===== src/hw/rtl/rptb_pkg.sv =====
package rptb_pkg;

   // bank size and counter width
   localparam int NUM_CHANNELS = 16;
   localparam int TIMER_BITS   = 16;

   // field widths of the transaction ports
   localparam int MODE_W    = 3;
   localparam int CHANNEL_W = 5;
   localparam int DUR_W     = 16;
   localparam int MASK_W    = 16;
   localparam int ERR_W     = 3;
   localparam int CSR_IDX_W = 1;
   localparam int CSR_DAT_W = 16;

   // largest value a down-counter holds
   localparam logic [31:0] TIMER_MAX = 32'((64'(1) << TIMER_BITS) - 64'(1));

   // command codes
   localparam logic [MODE_W-1:0] MODE_TICK      = 3'd0;
   localparam logic [MODE_W-1:0] MODE_FIRE_ONE  = 3'd1;
   localparam logic [MODE_W-1:0] MODE_FIRE_MASK = 3'd2;
   localparam logic [MODE_W-1:0] MODE_RAW_SET   = 3'd3;
   localparam logic [MODE_W-1:0] MODE_STOP      = 3'd4;
   localparam logic [MODE_W-1:0] MODE_RELEASE   = 3'd5;

   // error codes
   localparam logic [ERR_W-1:0] ERR_NONE      = 3'd0;
   localparam logic [ERR_W-1:0] ERR_STOPPED   = 3'd1;
   localparam logic [ERR_W-1:0] ERR_RANGE     = 3'd2;
   localparam logic [ERR_W-1:0] ERR_DURATION  = 3'd3;
   localparam logic [ERR_W-1:0] ERR_LOCKED    = 3'd4;

   // register indexes
   localparam logic [CSR_IDX_W-1:0] CSR_MAX_PULSE    = 1'b0;
   localparam logic [CSR_IDX_W-1:0] CSR_ACTIVE_LEVEL = 1'b1;

   // register reset values
   localparam logic [DUR_W-1:0] MAX_PULSE_RESET = 16'd2000;

   // per-transaction command to the channel bank
   typedef struct packed {
      logic                    tick;
      logic                    stop;
      logic                    raw_closed;
      logic [TIMER_BITS-1:0]   load;
      logic [NUM_CHANNELS-1:0] fire;
      logic [NUM_CHANNELS-1:0] raw;
   } bank_cmd_type;

   // saturate a requested duration to the counter range
   function automatic logic [TIMER_BITS-1:0] counter_load(input logic [DUR_W-1:0] dur);
      logic [31:0] d32;
      d32 = 32'(dur);
      if (d32 > TIMER_MAX) begin
         return '1;
      end
      return d32[TIMER_BITS-1:0];
   endfunction

endpackage


===== src/hw/rtl/rptb_decode.sv =====
module rptb_decode
   import rptb_pkg::*;
(
   input  logic [MODE_W-1:0]    mode,
   input  logic [CHANNEL_W-1:0] channel,
   input  logic [DUR_W-1:0]     duration_ms,
   input  logic [MASK_W-1:0]    fire_mask,
   input  logic                 raw_level,
   input  logic                 gpio_locked,
   input  logic                 stop_flag,
   input  logic [DUR_W-1:0]     max_pulse_ms,
   input  logic                 active_level,
   output bank_cmd_type         cmd,
   output logic                 accepted,
   output logic [ERR_W-1:0]     error_code,
   output logic                 stop_next
);

   logic                    in_range;
   logic                    dur_ok;
   logic [NUM_CHANNELS-1:0] chan_sel;

   // one-hot select of the one-based channel number
   always_comb begin
      for (int i = 0; i < NUM_CHANNELS; i++) begin
         chan_sel[i] = (channel == CHANNEL_W'(i + 1));
      end
   end

   assign in_range = (channel != '0) && (channel <= CHANNEL_W'(NUM_CHANNELS));
   assign dur_ok   = (duration_ms != '0) && (duration_ms <= max_pulse_ms);

   // checks in order: stop latch, range (single fire only), duration (or jumper, range for raw set)
   always_comb begin
      cmd            = '0;
      cmd.load       = counter_load(duration_ms);
      cmd.raw_closed = (raw_level == active_level);
      accepted       = 1'b0;
      error_code     = ERR_NONE;
      stop_next      = stop_flag;
      unique case (mode)
         MODE_TICK: begin
            cmd.tick = 1'b1;
            accepted = 1'b1;
         end
         MODE_FIRE_ONE: begin
            if (stop_flag) begin
               error_code = ERR_STOPPED;
            end else if (!in_range) begin
               error_code = ERR_RANGE;
            end else if (!dur_ok) begin
               error_code = ERR_DURATION;
            end else begin
               cmd.fire = chan_sel;
               accepted = 1'b1;
            end
         end
         MODE_FIRE_MASK: begin
            if (stop_flag) begin
               error_code = ERR_STOPPED;
            end else if (!dur_ok) begin
               error_code = ERR_DURATION;
            end else begin
               cmd.fire = fire_mask[NUM_CHANNELS-1:0];
               accepted = 1'b1;
            end
         end
         MODE_RAW_SET: begin
            if (gpio_locked) begin
               error_code = ERR_LOCKED;
            end else if (!in_range) begin
               error_code = ERR_RANGE;
            end else begin
               cmd.raw  = chan_sel;
               accepted = 1'b1;
            end
         end
         MODE_STOP: begin
            cmd.stop  = 1'b1;
            stop_next = 1'b1;
            accepted  = 1'b1;
         end
         MODE_RELEASE: begin
            stop_next = 1'b0;
            accepted  = 1'b1;
         end
         default: begin
            accepted = 1'b0;
         end
      endcase
   end

endmodule


===== src/hw/rtl/rptb_channel.sv =====
module rptb_channel
   import rptb_pkg::*;
(
   input  logic         clock,
   input  logic         reset,
   input  logic         advance,
   input  bank_cmd_type cmd,
   input  logic         fire_sel,
   input  logic         raw_sel,
   output logic         closed_in
);

   logic [TIMER_BITS-1:0] remaining_ff;
   logic [TIMER_BITS-1:0] remaining_in;
   logic                  closed_ff;

   // next timer and relay state for this channel
   always_comb begin
      remaining_in = remaining_ff;
      closed_in    = closed_ff;
      priority if (cmd.stop) begin
         remaining_in = '0;
         closed_in    = 1'b0;
      end else if (fire_sel) begin
         remaining_in = cmd.load;
         closed_in    = 1'b1;
      end else if (raw_sel) begin
         remaining_in = '0;
         closed_in    = cmd.raw_closed;
      end else if (cmd.tick && (remaining_ff != '0)) begin
         remaining_in = remaining_ff - TIMER_BITS'(1);
         if (remaining_ff == TIMER_BITS'(1)) begin
            closed_in = 1'b0;
         end
      end else begin
         // nothing for this channel: hold
         remaining_in = remaining_ff;
         closed_in    = closed_ff;
      end
   end

   // state moves only when a transaction passes to the result register
   always_ff @(posedge clock) begin
      if (reset) begin
         remaining_ff <= '0;
         closed_ff    <= 1'b0;
      end else if (advance) begin
         remaining_ff <= remaining_in;
         closed_ff    <= closed_in;
      end
   end

endmodule


===== src/hw/rtl/relay_pulse_timer_bank_estop.sv =====
// Bank of sixteen relay channels, each a one-shot pulse timer, with a shared
// emergency stop latch. One transaction can be taken every clock cycle while
// results keep draining; an accepted transaction waits in the input register
// and moves to the result register once that register is empty or its result
// is taken, and its result is offered from there. The sixteen down-counters,
// the stop latch and the result all update together as it moves across.
// While a result is stalled the input register can still fill; once both hold
// a transaction, req_stall rises until the result is taken. Register writes on
// the csr_ port take effect at once and are meant for when no transaction is
// in flight. drive_levels follow active_level as it stood when the
// transaction was processed.
module relay_pulse_timer_bank_estop
   import rptb_pkg::*;
(
   input  logic                 clock,
   input  logic                 reset,
   // command transactions
   input  logic                 req_valid,
   output logic                 req_stall,
   input  logic [MODE_W-1:0]    req_mode,
   input  logic [CHANNEL_W-1:0] req_channel,
   input  logic [DUR_W-1:0]     req_duration_ms,
   input  logic [MASK_W-1:0]    req_fire_mask,
   input  logic                 req_raw_level,
   input  logic                 req_gpio_locked,
   // result transactions
   output logic                 rsp_valid,
   input  logic                 rsp_stall,
   output logic                 rsp_accepted,
   output logic [ERR_W-1:0]     rsp_error_code,
   output logic [MASK_W-1:0]    rsp_closed_mask,
   output logic [MASK_W-1:0]    rsp_drive_levels,
   output logic                 rsp_stop_latched,
   // register writes
   input  logic                 csr_write_enable,
   input  logic [CSR_IDX_W-1:0] csr_index,
   input  logic [CSR_DAT_W-1:0] csr_write_data
);

   logic [DUR_W-1:0]     max_pulse_ff;
   logic                 active_level_ff;

   logic                 in_valid_ff;
   logic                 in_valid_in;
   logic [MODE_W-1:0]    mode_ff;
   logic [CHANNEL_W-1:0] channel_ff;
   logic [DUR_W-1:0]     duration_ff;
   logic [MASK_W-1:0]    fire_mask_ff;
   logic                 raw_level_ff;
   logic                 gpio_locked_ff;

   logic                 stop_ff;
   logic                 stop_in;

   logic                 out_valid_ff;
   logic                 out_valid_in;
   logic                 accepted_ff;
   logic                 accepted_in;
   logic [ERR_W-1:0]     error_ff;
   logic [ERR_W-1:0]     error_in;
   logic [MASK_W-1:0]    closed_mask_ff;
   logic [MASK_W-1:0]    drive_ff;

   logic                    take_req;
   logic                    advance;
   bank_cmd_type            cmd;
   logic [NUM_CHANNELS-1:0] closed_vec;
   logic [NUM_CHANNELS-1:0] drive_vec;

   // configuration registers
   always_ff @(posedge clock) begin
      if (reset) begin
         max_pulse_ff    <= MAX_PULSE_RESET;
         active_level_ff <= 1'b0;
      end else if (csr_write_enable) begin
         unique case (csr_index)
            CSR_MAX_PULSE:    max_pulse_ff    <= csr_write_data[DUR_W-1:0];
            CSR_ACTIVE_LEVEL: active_level_ff <= csr_write_data[0];
            default:          max_pulse_ff    <= max_pulse_ff;
         endcase
      end
   end

   // handshake: the input register drains whenever the result register can load
   assign advance      = in_valid_ff && (!out_valid_ff || !rsp_stall);
   assign req_stall    = in_valid_ff && !advance;
   assign take_req     = req_valid && !req_stall;
   assign in_valid_in  = take_req || (in_valid_ff && !advance);
   assign out_valid_in = advance || (out_valid_ff && rsp_stall);

   // input register
   always_ff @(posedge clock) begin
      if (reset) begin
         in_valid_ff <= 1'b0;
      end else begin
         in_valid_ff <= in_valid_in;
      end
   end

   always_ff @(posedge clock) begin
      if (take_req) begin
         mode_ff        <= req_mode;
         channel_ff     <= req_channel;
         duration_ff    <= req_duration_ms;
         fire_mask_ff   <= req_fire_mask;
         raw_level_ff   <= req_raw_level;
         gpio_locked_ff <= req_gpio_locked;
      end
   end

   // command checks
   rptb_decode u_decode (
      .mode         (mode_ff),
      .channel      (channel_ff),
      .duration_ms  (duration_ff),
      .fire_mask    (fire_mask_ff),
      .raw_level    (raw_level_ff),
      .gpio_locked  (gpio_locked_ff),
      .stop_flag    (stop_ff),
      .max_pulse_ms (max_pulse_ff),
      .active_level (active_level_ff),
      .cmd          (cmd),
      .accepted     (accepted_in),
      .error_code   (error_in),
      .stop_next    (stop_in)
   );

   // channel timers
   for (genvar g = 0; g < NUM_CHANNELS; g++) begin : g_chan
      rptb_channel u_channel (
         .clock     (clock),
         .reset     (reset),
         .advance   (advance),
         .cmd       (cmd),
         .fire_sel  (cmd.fire[g]),
         .raw_sel   (cmd.raw[g]),
         .closed_in (closed_vec[g])
      );
   end

   // closed channels drive active_level, open ones its inverse
   assign drive_vec = closed_vec ^ {NUM_CHANNELS{~active_level_ff}};

   // stop latch
   always_ff @(posedge clock) begin
      if (reset) begin
         stop_ff <= 1'b0;
      end else if (advance) begin
         stop_ff <= stop_in;
      end
   end

   // result register
   always_ff @(posedge clock) begin
      if (reset) begin
         out_valid_ff <= 1'b0;
      end else begin
         out_valid_ff <= out_valid_in;
      end
   end

   always_ff @(posedge clock) begin
      if (advance) begin
         accepted_ff    <= accepted_in;
         error_ff       <= error_in;
         closed_mask_ff <= MASK_W'(closed_vec);
         drive_ff       <= MASK_W'(drive_vec);
      end
   end

   assign rsp_valid        = out_valid_ff;
   assign rsp_accepted     = accepted_ff;
   assign rsp_error_code   = error_ff;
   assign rsp_closed_mask  = closed_mask_ff;
   assign rsp_drive_levels = drive_ff;
   assign rsp_stop_latched = stop_ff;

endmodule


===== config.mk =====
export PLATFORM = sky130hd
export DESIGN_NAME = relay_pulse_timer_bank_estop
export DESIGN_NICKNAME = d
export VERILOG_FILES = /design/src/hw/rtl/rptb_pkg.sv /design/src/hw/rtl/rptb_decode.sv /design/src/hw/rtl/rptb_channel.sv /design/src/hw/rtl/relay_pulse_timer_bank_estop.sv
export SDC_FILE = /design/constraint.sdc
export NUM_CORES = 1
export LEC_CHECK = 0
export BUFFER_PORTS_ARGS = -buffer_cell sky130_fd_sc_hd__buf_4
export CORE_AREA = 4 4 194 196
export DETAILED_ROUTE_END_ITERATION = 10
export DIE_AREA = 0 0 198 200
export PLACE_DENSITY = 0.78
export SYNTH_ARGS = -nofsm -noshare
export SYNTH_HDL_FRONTEND = slang
export SYNTH_SLANG_ARGS = --single-unit
export TNS_END_PERCENT = 100

===== constraint.sdc =====
create_clock -name clock -period 8.61 [get_ports clock]
set_input_delay 1.2915 -clock clock [delete_from_list [all_inputs] [get_ports clock]]
set_output_delay 1.2915 -clock clock [all_outputs]
set_load 0.01 [all_outputs]

==> results of run 1 <==
==> layer usage <==
metal / up-vias / wire length, um
li1: 9751 / -
met1: 10100 / 27500
met2: 1254 / 30900
met3: 301 / 8070
met4: 2 / 4600
met5: - / 15
==> cell families after synthesis <==
| logic type | Yosys count | synth area share |
|---|---|---|
| simple gates | 979 | 0.230 |
| xor+xnor | 135 | 0.0554 |
| flops | 370 | 0.383 |
| compound gates | 820 | 0.248 |
| buf+inv | 251 | 0.0539 |
| fa+ha+maj | 49 | 0.0287 |
| mux | 1 | 0.000469 |
==> through the flow <==
stage,power (uW),worst slack [ns],utilization
CTS,4800,4.04,0.654
floorplan,2830,4.77,-
detailed placement,3110,4.01,0.619
global route,5020,3.67,0.654
finish,4820,3.92,0.654
global placement,3070,4.13,0.619
==> critical path, cell delays in order, from the launching register on <==
cell                       delay (ns)
sky130_fd_sc_hd__edfxtp_1        0.53
sky130_fd_sc_hd__nor4_1          0.33
sky130_fd_sc_hd__ha_1            0.38
sky130_fd_sc_hd__or4b_4          0.62
sky130_fd_sc_hd__nor2_2          0.35
sky130_fd_sc_hd__a22o_1          0.47
sky130_fd_sc_hd__inv_1           0.13
sky130_fd_sc_hd__a211oi_2        1.07
sky130_fd_sc_hd__nor2_1          0.26
sky130_fd_sc_hd__a221oi_1        0.35
sky130_fd_sc_hd__nor3_1          0.08
==> cells in the final DEF, fill, tap and decap left out, types with 12 or more instances in the layout <==
cell / Yosys / final
sky130_fd_sc_hd__a22oi_1: 21 / 21
sky130_fd_sc_hd__nand3b_1: 14 / 14
sky130_fd_sc_hd__dfxtp_1: 292 / 292
sky130_fd_sc_hd__nor3_1: 201 / 200
sky130_fd_sc_hd__nand2_1: 267 / 267
sky130_fd_sc_hd__a22o_1: 30 / 30
sky130_fd_sc_hd__nand3_1: 31 / 31
sky130_fd_sc_hd__a211oi_1: 46 / 40
sky130_fd_sc_hd__or4_1: 14 / 14
sky130_fd_sc_hd__edfxtp_1: 78 / 78
sky130_fd_sc_hd__a31oi_1: 23 / 23
sky130_fd_sc_hd__inv_1: 78 / 78
sky130_fd_sc_hd__nor4b_1: 16 / 16
sky130_fd_sc_hd__nor4_1: 100 / 100
sky130_fd_sc_hd__ha_1: 49 / 49
sky130_fd_sc_hd__clkbuf_1: 107 / 14
sky130_fd_sc_hd__and2_1: 16 / 16
sky130_fd_sc_hd__o21ai_1: 21 / 21
sky130_fd_sc_hd__clkbuf_16: 0 / 41
sky130_fd_sc_hd__a32oi_1: 43 / 43
sky130_fd_sc_hd__nor2_1: 190 / 188
sky130_fd_sc_hd__a21oi_1: 214 / 214
sky130_fd_sc_hd__or3_1: 31 / 31
sky130_fd_sc_hd__o22ai_1: 38 / 38
sky130_fd_sc_hd__a211oi_2: 7 / 13
sky130_fd_sc_hd__xnor2_1: 99 / 98
sky130_fd_sc_hd__o31ai_1: 12 / 12
sky130_fd_sc_hd__xor2_1: 36 / 36
sky130_fd_sc_hd__buf_4: 5 / 156
sky130_fd_sc_hd__o21ai_0: 249 / 249
sky130_fd_sc_hd__a221o_1: 15 / 15
==> how the worst max path moves through the flow <==
stage                        startpoint                                    end  slack, ns  cells after the start
after floorplan               rsp_stall  g_chan[10].u_channel.remaining_ff[13]       4.77                      8
after global placement        rsp_stall    g_chan[2].u_channel.remaining_ff[2]       4.13                      9
after detailed placement      rsp_stall   g_chan[4].u_channel.remaining_ff[10]       4.01                      9
after CTS                 channel_ff[0]  g_chan[10].u_channel.remaining_ff[13]       4.04                     10
after global routing      channel_ff[0]  g_chan[10].u_channel.remaining_ff[13]       3.67                     10
final                     channel_ff[0]  g_chan[10].u_channel.remaining_ff[13]       3.92                     10
==> registers in the layout, summed over array words and instances (netlist names) <==
signal                         count
active_level_ff                    1
channel_ff                         5
duration_ff                       16
fire_mask_ff                      16
g_chan.u_channel.closed_ff        16
g_chan.u_channel.remaining_ff    256
gpio_locked_ff                     1
in_valid_ff                        1
max_pulse_ff                      16
mode_ff                            3
raw_level_ff                       1
rsp_accepted                       1
rsp_closed_mask                   16
rsp_drive_levels                  16
rsp_error_code                     3
rsp_stop_latched                   1
rsp_valid                          1
==> synth_stat cells, types with 6 or more instances <==
cell type                   number  area share
sky130_fd_sc_hd__o211ai_1        8      0.0028
sky130_fd_sc_hd__o41ai_1         6      0.0025
sky130_fd_sc_hd__nor2b_1         7      0.0020
sky130_fd_sc_hd__nand3_1        31      0.0073
sky130_fd_sc_hd__and2_1         16      0.0047
sky130_fd_sc_hd__o21ai_0       249       0.058
sky130_fd_sc_hd__nor4b_1        16      0.0066
sky130_fd_sc_hd__and3_1          8      0.0023
sky130_fd_sc_hd__nor3b_1        10      0.0035
sky130_fd_sc_hd__inv_1          78       0.014
sky130_fd_sc_hd__nand4_1        10      0.0029
sky130_fd_sc_hd__a22oi_1        21      0.0074
sky130_fd_sc_hd__buf_2          42      0.0098
sky130_fd_sc_hd__a221oi_1       10      0.0041
sky130_fd_sc_hd__nand2b_1       12      0.0035
sky130_fd_sc_hd__o31ai_1        12      0.0042
sky130_fd_sc_hd__a32oi_1        43       0.018
sky130_fd_sc_hd__ha_1           49       0.029
sky130_fd_sc_hd__nor4_1        100       0.029
sky130_fd_sc_hd__nor3_1        201       0.047
sky130_fd_sc_hd__a211oi_1       46       0.016
sky130_fd_sc_hd__a31oi_1        23      0.0067
sky130_fd_sc_hd__nor2_1        190       0.033
sky130_fd_sc_hd__xor2_1         36       0.015
sky130_fd_sc_hd__a211oi_2        7      0.0041
sky130_fd_sc_hd__o21ai_1        21      0.0049
sky130_fd_sc_hd__a211o_1         7      0.0029
sky130_fd_sc_hd__nand3b_1       14      0.0049
sky130_fd_sc_hd__or2_2           6      0.0018
sky130_fd_sc_hd__or3_1          31      0.0091
sky130_fd_sc_hd__clkbuf_1      107       0.019
sky130_fd_sc_hd__edfxtp_1       78        0.11
sky130_fd_sc_hd__a21oi_1       214       0.050
sky130_fd_sc_hd__clkbuf_8        9      0.0058
sky130_fd_sc_hd__o22ai_1        38       0.011
sky130_fd_sc_hd__or4_1          14      0.0049
sky130_fd_sc_hd__a221o_1        15      0.0070
sky130_fd_sc_hd__a32o_1          8      0.0037
sky130_fd_sc_hd__dfxtp_1       292        0.27
sky130_fd_sc_hd__nand2_1       267       0.047
sky130_fd_sc_hd__a2111oi_0       7      0.0029
sky130_fd_sc_hd__xnor2_1        99       0.041
sky130_fd_sc_hd__a22o_1         30       0.012
sky130_fd_sc_hd__and3b_1         6      0.0025
==> power by group <==
part | internal (uW) | leakage [uW] | switching [uW]
Clock | 956 | 0.000619 | 741
Combinational | 467 | 0.00523 | 710
Sequential | 1850 | 0.00308 | 88.4
==> cell type report <==
type,instances,area (sq um)
Sequential cell,370,8190
Clock inverter,15,108
Timing Repair Buffer,156,1170
Tap cell,468,586
Inverter,79,298
Fill cell,2996,12500
Clock buffer,60,1150
Multi-Input combinational cell,1984,12100
==> impl_summary.log, run 1 <==
[metrics] number of warning messages in the yosys log: 0
[metrics] CTS tree: built
[metrics] detailed-routing iteration count for the pre-antenna-repair pass: 8
[metrics] async set or reset register ratio after synthesis: 0
[metrics] Worst-Skew Late Latency: 0.58 ns
[metrics] Post-synth EDFFs: 78
[metrics] Worst Hold Endpoint: g_chan[0].u_channel.remaining_ff[10]
[metrics] Total Routed Length: 71.1 mm
[metrics] PostCTS Resize Cnt: 0
[metrics] Total Neg Setup Slack: 0 ns
[metrics] met2 routing resource usage after global routing: 0.534
[metrics] number of buffers created by CTS: 41
[metrics] unrepaired setup endpoints after global routing: false
[metrics] average footprint of a synthesized cell: 8.20 sq um
[metrics] number of flip-flops and latches in the synthesized netlist: 370
[metrics] sequential-to-total area share from yosys stat: 0.383
[metrics] portion of the clock cycle consumed by the worst path in the final layout: 0.545
[metrics] DRT antenna net count: 0
[metrics] most utilized layer in the global route result: met2
[metrics] Antenna diodes: 0
[metrics] IO Port Bufs: 102
[metrics] number of slew-limit violations in the final report: 0
[metrics] vias in the first global route: 20000
[metrics] number of placed cells counting well taps: 3057
[metrics] slew at the pin with the worst max-slew slack: 1.31 ns
[metrics] path class of the lowest-slack min-delay path: reg -> reg
[metrics] status: completed
[metrics] maximum level of the CTS H-tree: 2
[metrics] Iteration-0 DRC Markers: 2414
[metrics] max capacitance violation total: 0
[metrics] share of cells above drive strength 1: 0.109
[metrics] leak pwr: 0.00892 uW
[metrics] critical path type: reg -> reg
[metrics] M1 GR Usage: 0.444
[metrics] width of the die: 198 um
[metrics] Reg-to-Reg Start: channel_ff[0]
[metrics] clock-pin slew on the worst setup and hold paths: 0.06 ns
[metrics] Max Clock Skew: 0.0163 ns
[metrics] site row count: 70
[metrics] power per cell area: 204 mW/mm^2
[metrics] final hold violations: 0
[metrics] Req. time, crit path: 9.07 ns
[metrics] Post-Synthesis Cells: 2605
[metrics] launching element type of the critical path: flip-flop
[metrics] global placement routability congestion: 1.00
[metrics] number of antenna violations at the first check in global routing: 1
[metrics] logic depth of the worst register-to-register path: 10
[metrics] netlist area before placement: 0.0214 sq mm
[metrics] worst-case hold slack: 0.448 ns
[metrics] final design instance area without fill: 0.0236 sq mm
[metrics] leftover overflow at the end of global routing: 0
[metrics] Yosys cell types: 95
[metrics] met3 Usage GRT: 0.0796
[metrics] Setup Fix Bufs, Post-CTS: 0
[metrics] Max IR drop VDD: 174 uV
[metrics] Die Footprint: 0.0396 sq mm
[metrics] maximum achievable frequency: 0.213 GHz
[metrics] endpoint type of the worst setup path: flip-flop
[metrics] total number of vias: 21400
[metrics] DRC violations left: 0
[metrics] initial standard-cell utilization of the core: 0.592
[metrics] Worst Path Arrival: 5.15 ns
[metrics] clock period minus worst slack: 4.69 ns
[metrics] hold-fix buffer count after cts: 0
[metrics] Num Clock Sinks: 370
[metrics] placed wire-length estimate: 45.5 mm
[metrics] Final Non-Filler Cells: 3132
[metrics] Final Net Count: 2745
[metrics] overall die height: 200 um
[metrics] Clock Root Buffer: sky130_fd_sc_hd__clkbuf_16
[metrics] wire length of the first global-routing pass: 109 mm
[metrics] flop-to-flop setup slack: 3.92 ns
[metrics] Clock Tree Buf Depth: 3
[metrics] Synth-to-Final Area Change: 10.4%
[metrics] critical register-to-register path endpoint: g_chan[10].u_channel.remaining_ff[13]
[metrics] core footprint: 0.0361 sq mm
[metrics] startpoint of the lowest-slack hold path: g_chan[0].u_channel.remaining_ff[10]
[metrics] worst max-slew margin expressed relative to the limit: 0.122
[metrics] maximum net fanout on the critical path: 21
[metrics] final setup violation count: 0
[metrics] largest net degree at the start of global routing: 49
[metrics] routed via count divided by cell count: 6.82
[metrics] synthesized netlist net count: 2718
[metrics] aggregate global-route resource usage: 0.343
[metrics] WL/cell: 22.7 um
[metrics] hold path depth: 2
[metrics] I/O pin cnt: 103
[metrics] placed standard-cell area: 0.0223 sq mm
[metrics] primary flip-flop cell chosen by synthesis mapping: sky130_fd_sc_hd__dfxtp_1
Note: power is estimated with default switching activity, not from simulation.
==> inputs of run 2 (changes only) <==
==> constraint.sdc (replaced) <==
create_clock -name clock -period 4.64 [get_ports clock]
set_input_delay 0.696 -clock clock [delete_from_list [all_inputs] [get_ports clock]]
set_output_delay 0.696 -clock clock [all_outputs]
set_load 0.01 [all_outputs]
==> impl_summary.log, run 2 (same netlist as run 1, synthesis figures left out) <==
[metrics] Total Neg Setup Slack: 0 ns (unchanged)
[metrics] Iteration-0 DRC Markers: 2207 (was 2414)
[metrics] Max Clock Skew: 0.0254 ns (was 0.0163 ns)
[metrics] commonest non-fill, non-tap cells in the layout: sky130_fd_sc_hd__dfxtp_1, sky130_fd_sc_hd__nand2_1, sky130_fd_sc_hd__o21ai_0, sky130_fd_sc_hd__a21oi_1, sky130_fd_sc_hd__nor3_1 (unchanged)
[metrics] number of buffers created by CTS: 41 (unchanged)
[metrics] WL/cell: 22.5 um (was 22.7 um)
[metrics] logic depth of the worst register-to-register path: 10 (unchanged)
[metrics] Largest register FFs: 256 (unchanged)
[metrics] final setup violation count: 0 (unchanged)
[metrics] site row count: 70 (unchanged)
[metrics] placed wire-length estimate: 45.6 mm (was 45.5 mm)
[metrics] clock-pin slew on the worst setup and hold paths: 0.06 ns (about the same)
[metrics] routed via count divided by cell count: 6.79 (was 6.82)
[metrics] Setup Fix Bufs, Post-CTS: 0 (unchanged)
[metrics] destination of the critical timing path: g_chan[12].u_channel.remaining_ff[2] (was g_chan[10].u_channel.remaining_ff[13])
[metrics] DRC violations left: 0 (unchanged)
[metrics] PostCTS Resize Cnt: 0 (unchanged)
[metrics] flop-to-flop setup slack: 0.60 ns (was 3.92 ns)
[metrics] portion of the clock cycle consumed by the worst path in the final layout: 0.871 (was 0.545)
[metrics] final hold violations: 0 (unchanged)
[metrics] largest reg by FF count: g_chan.u_channel.remaining_ff (unchanged)
[metrics] detailed-routing iteration count for the pre-antenna-repair pass: 8 (unchanged)
[metrics] core footprint: 0.0361 sq mm (unchanged)
[metrics] area taken by flip-flops and latches: 0.00819 sq mm (unchanged)
[metrics] final core utilization: 0.662 (was 0.654)
[metrics] CTS tree: built (unchanged)
[metrics] clock period minus worst slack: 4.04 ns (was 4.69 ns)
[metrics] status: completed (unchanged)
[metrics] critical path type: reg -> reg (unchanged)
[metrics] Worst-Skew Late Latency: 0.57 ns (was 0.58 ns)
[metrics] Clock Root Buffer: sky130_fd_sc_hd__clkbuf_16 (unchanged)
[metrics] Max IR drop VDD: 379 uV (was 174 uV)
[metrics] Num Clock Sinks: 370 (unchanged)
[metrics] endpoint type of the worst setup path: flip-flop (unchanged)
[metrics] aggregate global-route resource usage: 0.347 (was 0.343)
[metrics] number of slew-limit violations in the final report: 0 (unchanged)
[metrics] initial standard-cell utilization of the core: 0.592 (unchanged)
[metrics] total number of vias: 21500 (was 21400)
[metrics] worst max-slew margin expressed relative to the limit: 0.213 (was 0.122)
[metrics] vias in the first global route: 20100 (was 20000)
[metrics] largest net degree at the start of global routing: 46 (was 49)
[metrics] number of antenna violations at the first check in global routing: 0 (was 1)
[metrics] combined area of the multi-input logic cells: 0.0121 sq mm (about the same)
[metrics] launching element type of the critical path: flip-flop (unchanged)
[metrics] Antenna diodes: 0 (unchanged)
[metrics] maximum achievable frequency: 0.248 GHz (was 0.213 GHz)
[metrics] Clock Tree Buf Depth: 3 (unchanged)
[metrics] path class of the lowest-slack min-delay path: in -> reg (was reg -> reg)
[metrics] Req. time, crit path: 5.07 ns (was 9.07 ns)
[metrics] share of cells above drive strength 1: 0.120 (was 0.109)
[metrics] DRT antenna net count: 0 (unchanged)
[metrics] Reg-to-Reg Start: channel_ff[0] (unchanged)
[metrics] hold-fix buffer count after cts: 0 (unchanged)
[metrics] max capacitance violation total: 0 (unchanged)
[metrics] wire length of the first global-routing pass: 109 mm (about the same)
[metrics] width of the die: 198 um (unchanged)
[metrics] I/O pin cnt: 103 (unchanged)
[metrics] slew at the pin with the worst max-slew slack: 1.18 ns (was 1.31 ns)
[metrics] Worst Path Arrival: 4.47 ns (was 5.15 ns)
[metrics] global placement routability congestion: 0.957 (was 1.00)
[metrics] Synth-to-Final Area Change: 11.9% (was 10.4%)
[metrics] power per cell area: 379 mW/mm^2 (was 204 mW/mm^2)
[metrics] Total Routed Length: 71.1 mm (about the same)
[metrics] IO Port Bufs: 102 (unchanged)
[metrics] leak pwr: 0.00914 uW (was 0.00892 uW)
[metrics] unrepaired setup endpoints after global routing: false (unchanged)
[metrics] overall die height: 200 um (unchanged)
[metrics] Final Net Count: 2776 (was 2745)
[metrics] critical register-to-register path endpoint: g_chan[12].u_channel.remaining_ff[2] (was g_chan[10].u_channel.remaining_ff[13])
[metrics] Die Footprint: 0.0396 sq mm (unchanged)
[metrics] maximum net fanout on the critical path: 17 (was 21)
[metrics] most common library cell in the layout ignoring fill and taps: sky130_fd_sc_hd__dfxtp_1 (unchanged)
[metrics] maximum level of the CTS H-tree: 2 (unchanged)
[metrics] leftover overflow at the end of global routing: 0 (unchanged)
[metrics] worst setup path start: channel_ff[0] (unchanged)
[metrics] layout filler cell count: 3006 (was 2996)
run 2: changes by cell type in the layout (fill, tap and decap cells not counted), moves of 2 or more:
cell,before,now
sky130_fd_sc_hd__clkinv_2,10,12
sky130_fd_sc_hd__clkbuf_1,14,12
sky130_fd_sc_hd__bufinv_16,1,3
sky130_fd_sc_hd__clkbuf_16,41,43
sky130_fd_sc_hd__buf_4,156,187
sky130_fd_sc_hd__clkbuf_8,5,3
run 2: worst min path at each step:
stage                     cells after the start                                 start                                   end
after detailed placement                      2  g_chan[2].u_channel.remaining_ff[10]  g_chan[2].u_channel.remaining_ff[10]
after global routing                          1                     req_fire_mask[15]                      fire_mask_ff[15]
final                                         1                       req_gpio_locked                        gpio_locked_ff
after global placement                        1        g_chan[15].u_channel.closed_ff        g_chan[15].u_channel.closed_ff
after CTS                                     1                     req_fire_mask[15]                      fire_mask_ff[15]
after floorplan                               2        g_chan[10].u_channel.closed_ff        g_chan[10].u_channel.closed_ff
run 2: per-stage QoR:
stage	hold WS, ns	total power, uW	cells	cell area [sq um]	setup WS [ns]
after detailed placement	0.438	5790	3088	22600	0.697
after global routing	0.287	9480	3163	23900	0.383
final	0.304	9060	3163	23900	0.600
after global placement	0.434	5710	3088	22600	0.794
after floorplan	0.419	5250	2605	21400	1.32
after CTS	0.278	9040	3163	23900	0.682
run 2: worst max-delay path, cell delays in order (launching register included):
cell and delay (ns):
sky130_fd_sc_hd__edfxtp_1 0.54, sky130_fd_sc_hd__nor4_1 0.34, sky130_fd_sc_hd__ha_1 0.38, sky130_fd_sc_hd__or4b_4 0.62, sky130_fd_sc_hd__nor2_2 0.23, sky130_fd_sc_hd__a22oi_2 0.18
sky130_fd_sc_hd__a211oi_2 0.92, sky130_fd_sc_hd__buf_4 0.32, sky130_fd_sc_hd__nor4_1 0.07, sky130_fd_sc_hd__o21ai_0 0.19, sky130_fd_sc_hd__o21ai_0 0.11
run 2: layout make-up:
class / count / area share
multi-input combinational: 1984 / 0.506
sequential: 370 / 0.343
timing repair buffer: 187 / 0.0587
clock buffer: 58 / 0.0486
tap: 468 / 0.0245
inverter: 79 / 0.0125
clock inverter: 17 / 0.00675
run 2: layer usage:
metal  up-vias  part of all wire  GRT usage
li1       9820                 -          -
met1     10100              0.39      0.456
met2      1271              0.43      0.539
met3       324              0.11     0.0707
met4         0             0.067      0.193
met5         -                 0          0
run 2: power by group:
part           leakage [uW]  switching (uW)  internal, uW
clock              0.000659            1350          1910
combinational       0.00539            1330           878
sequential          0.00310             148          3440
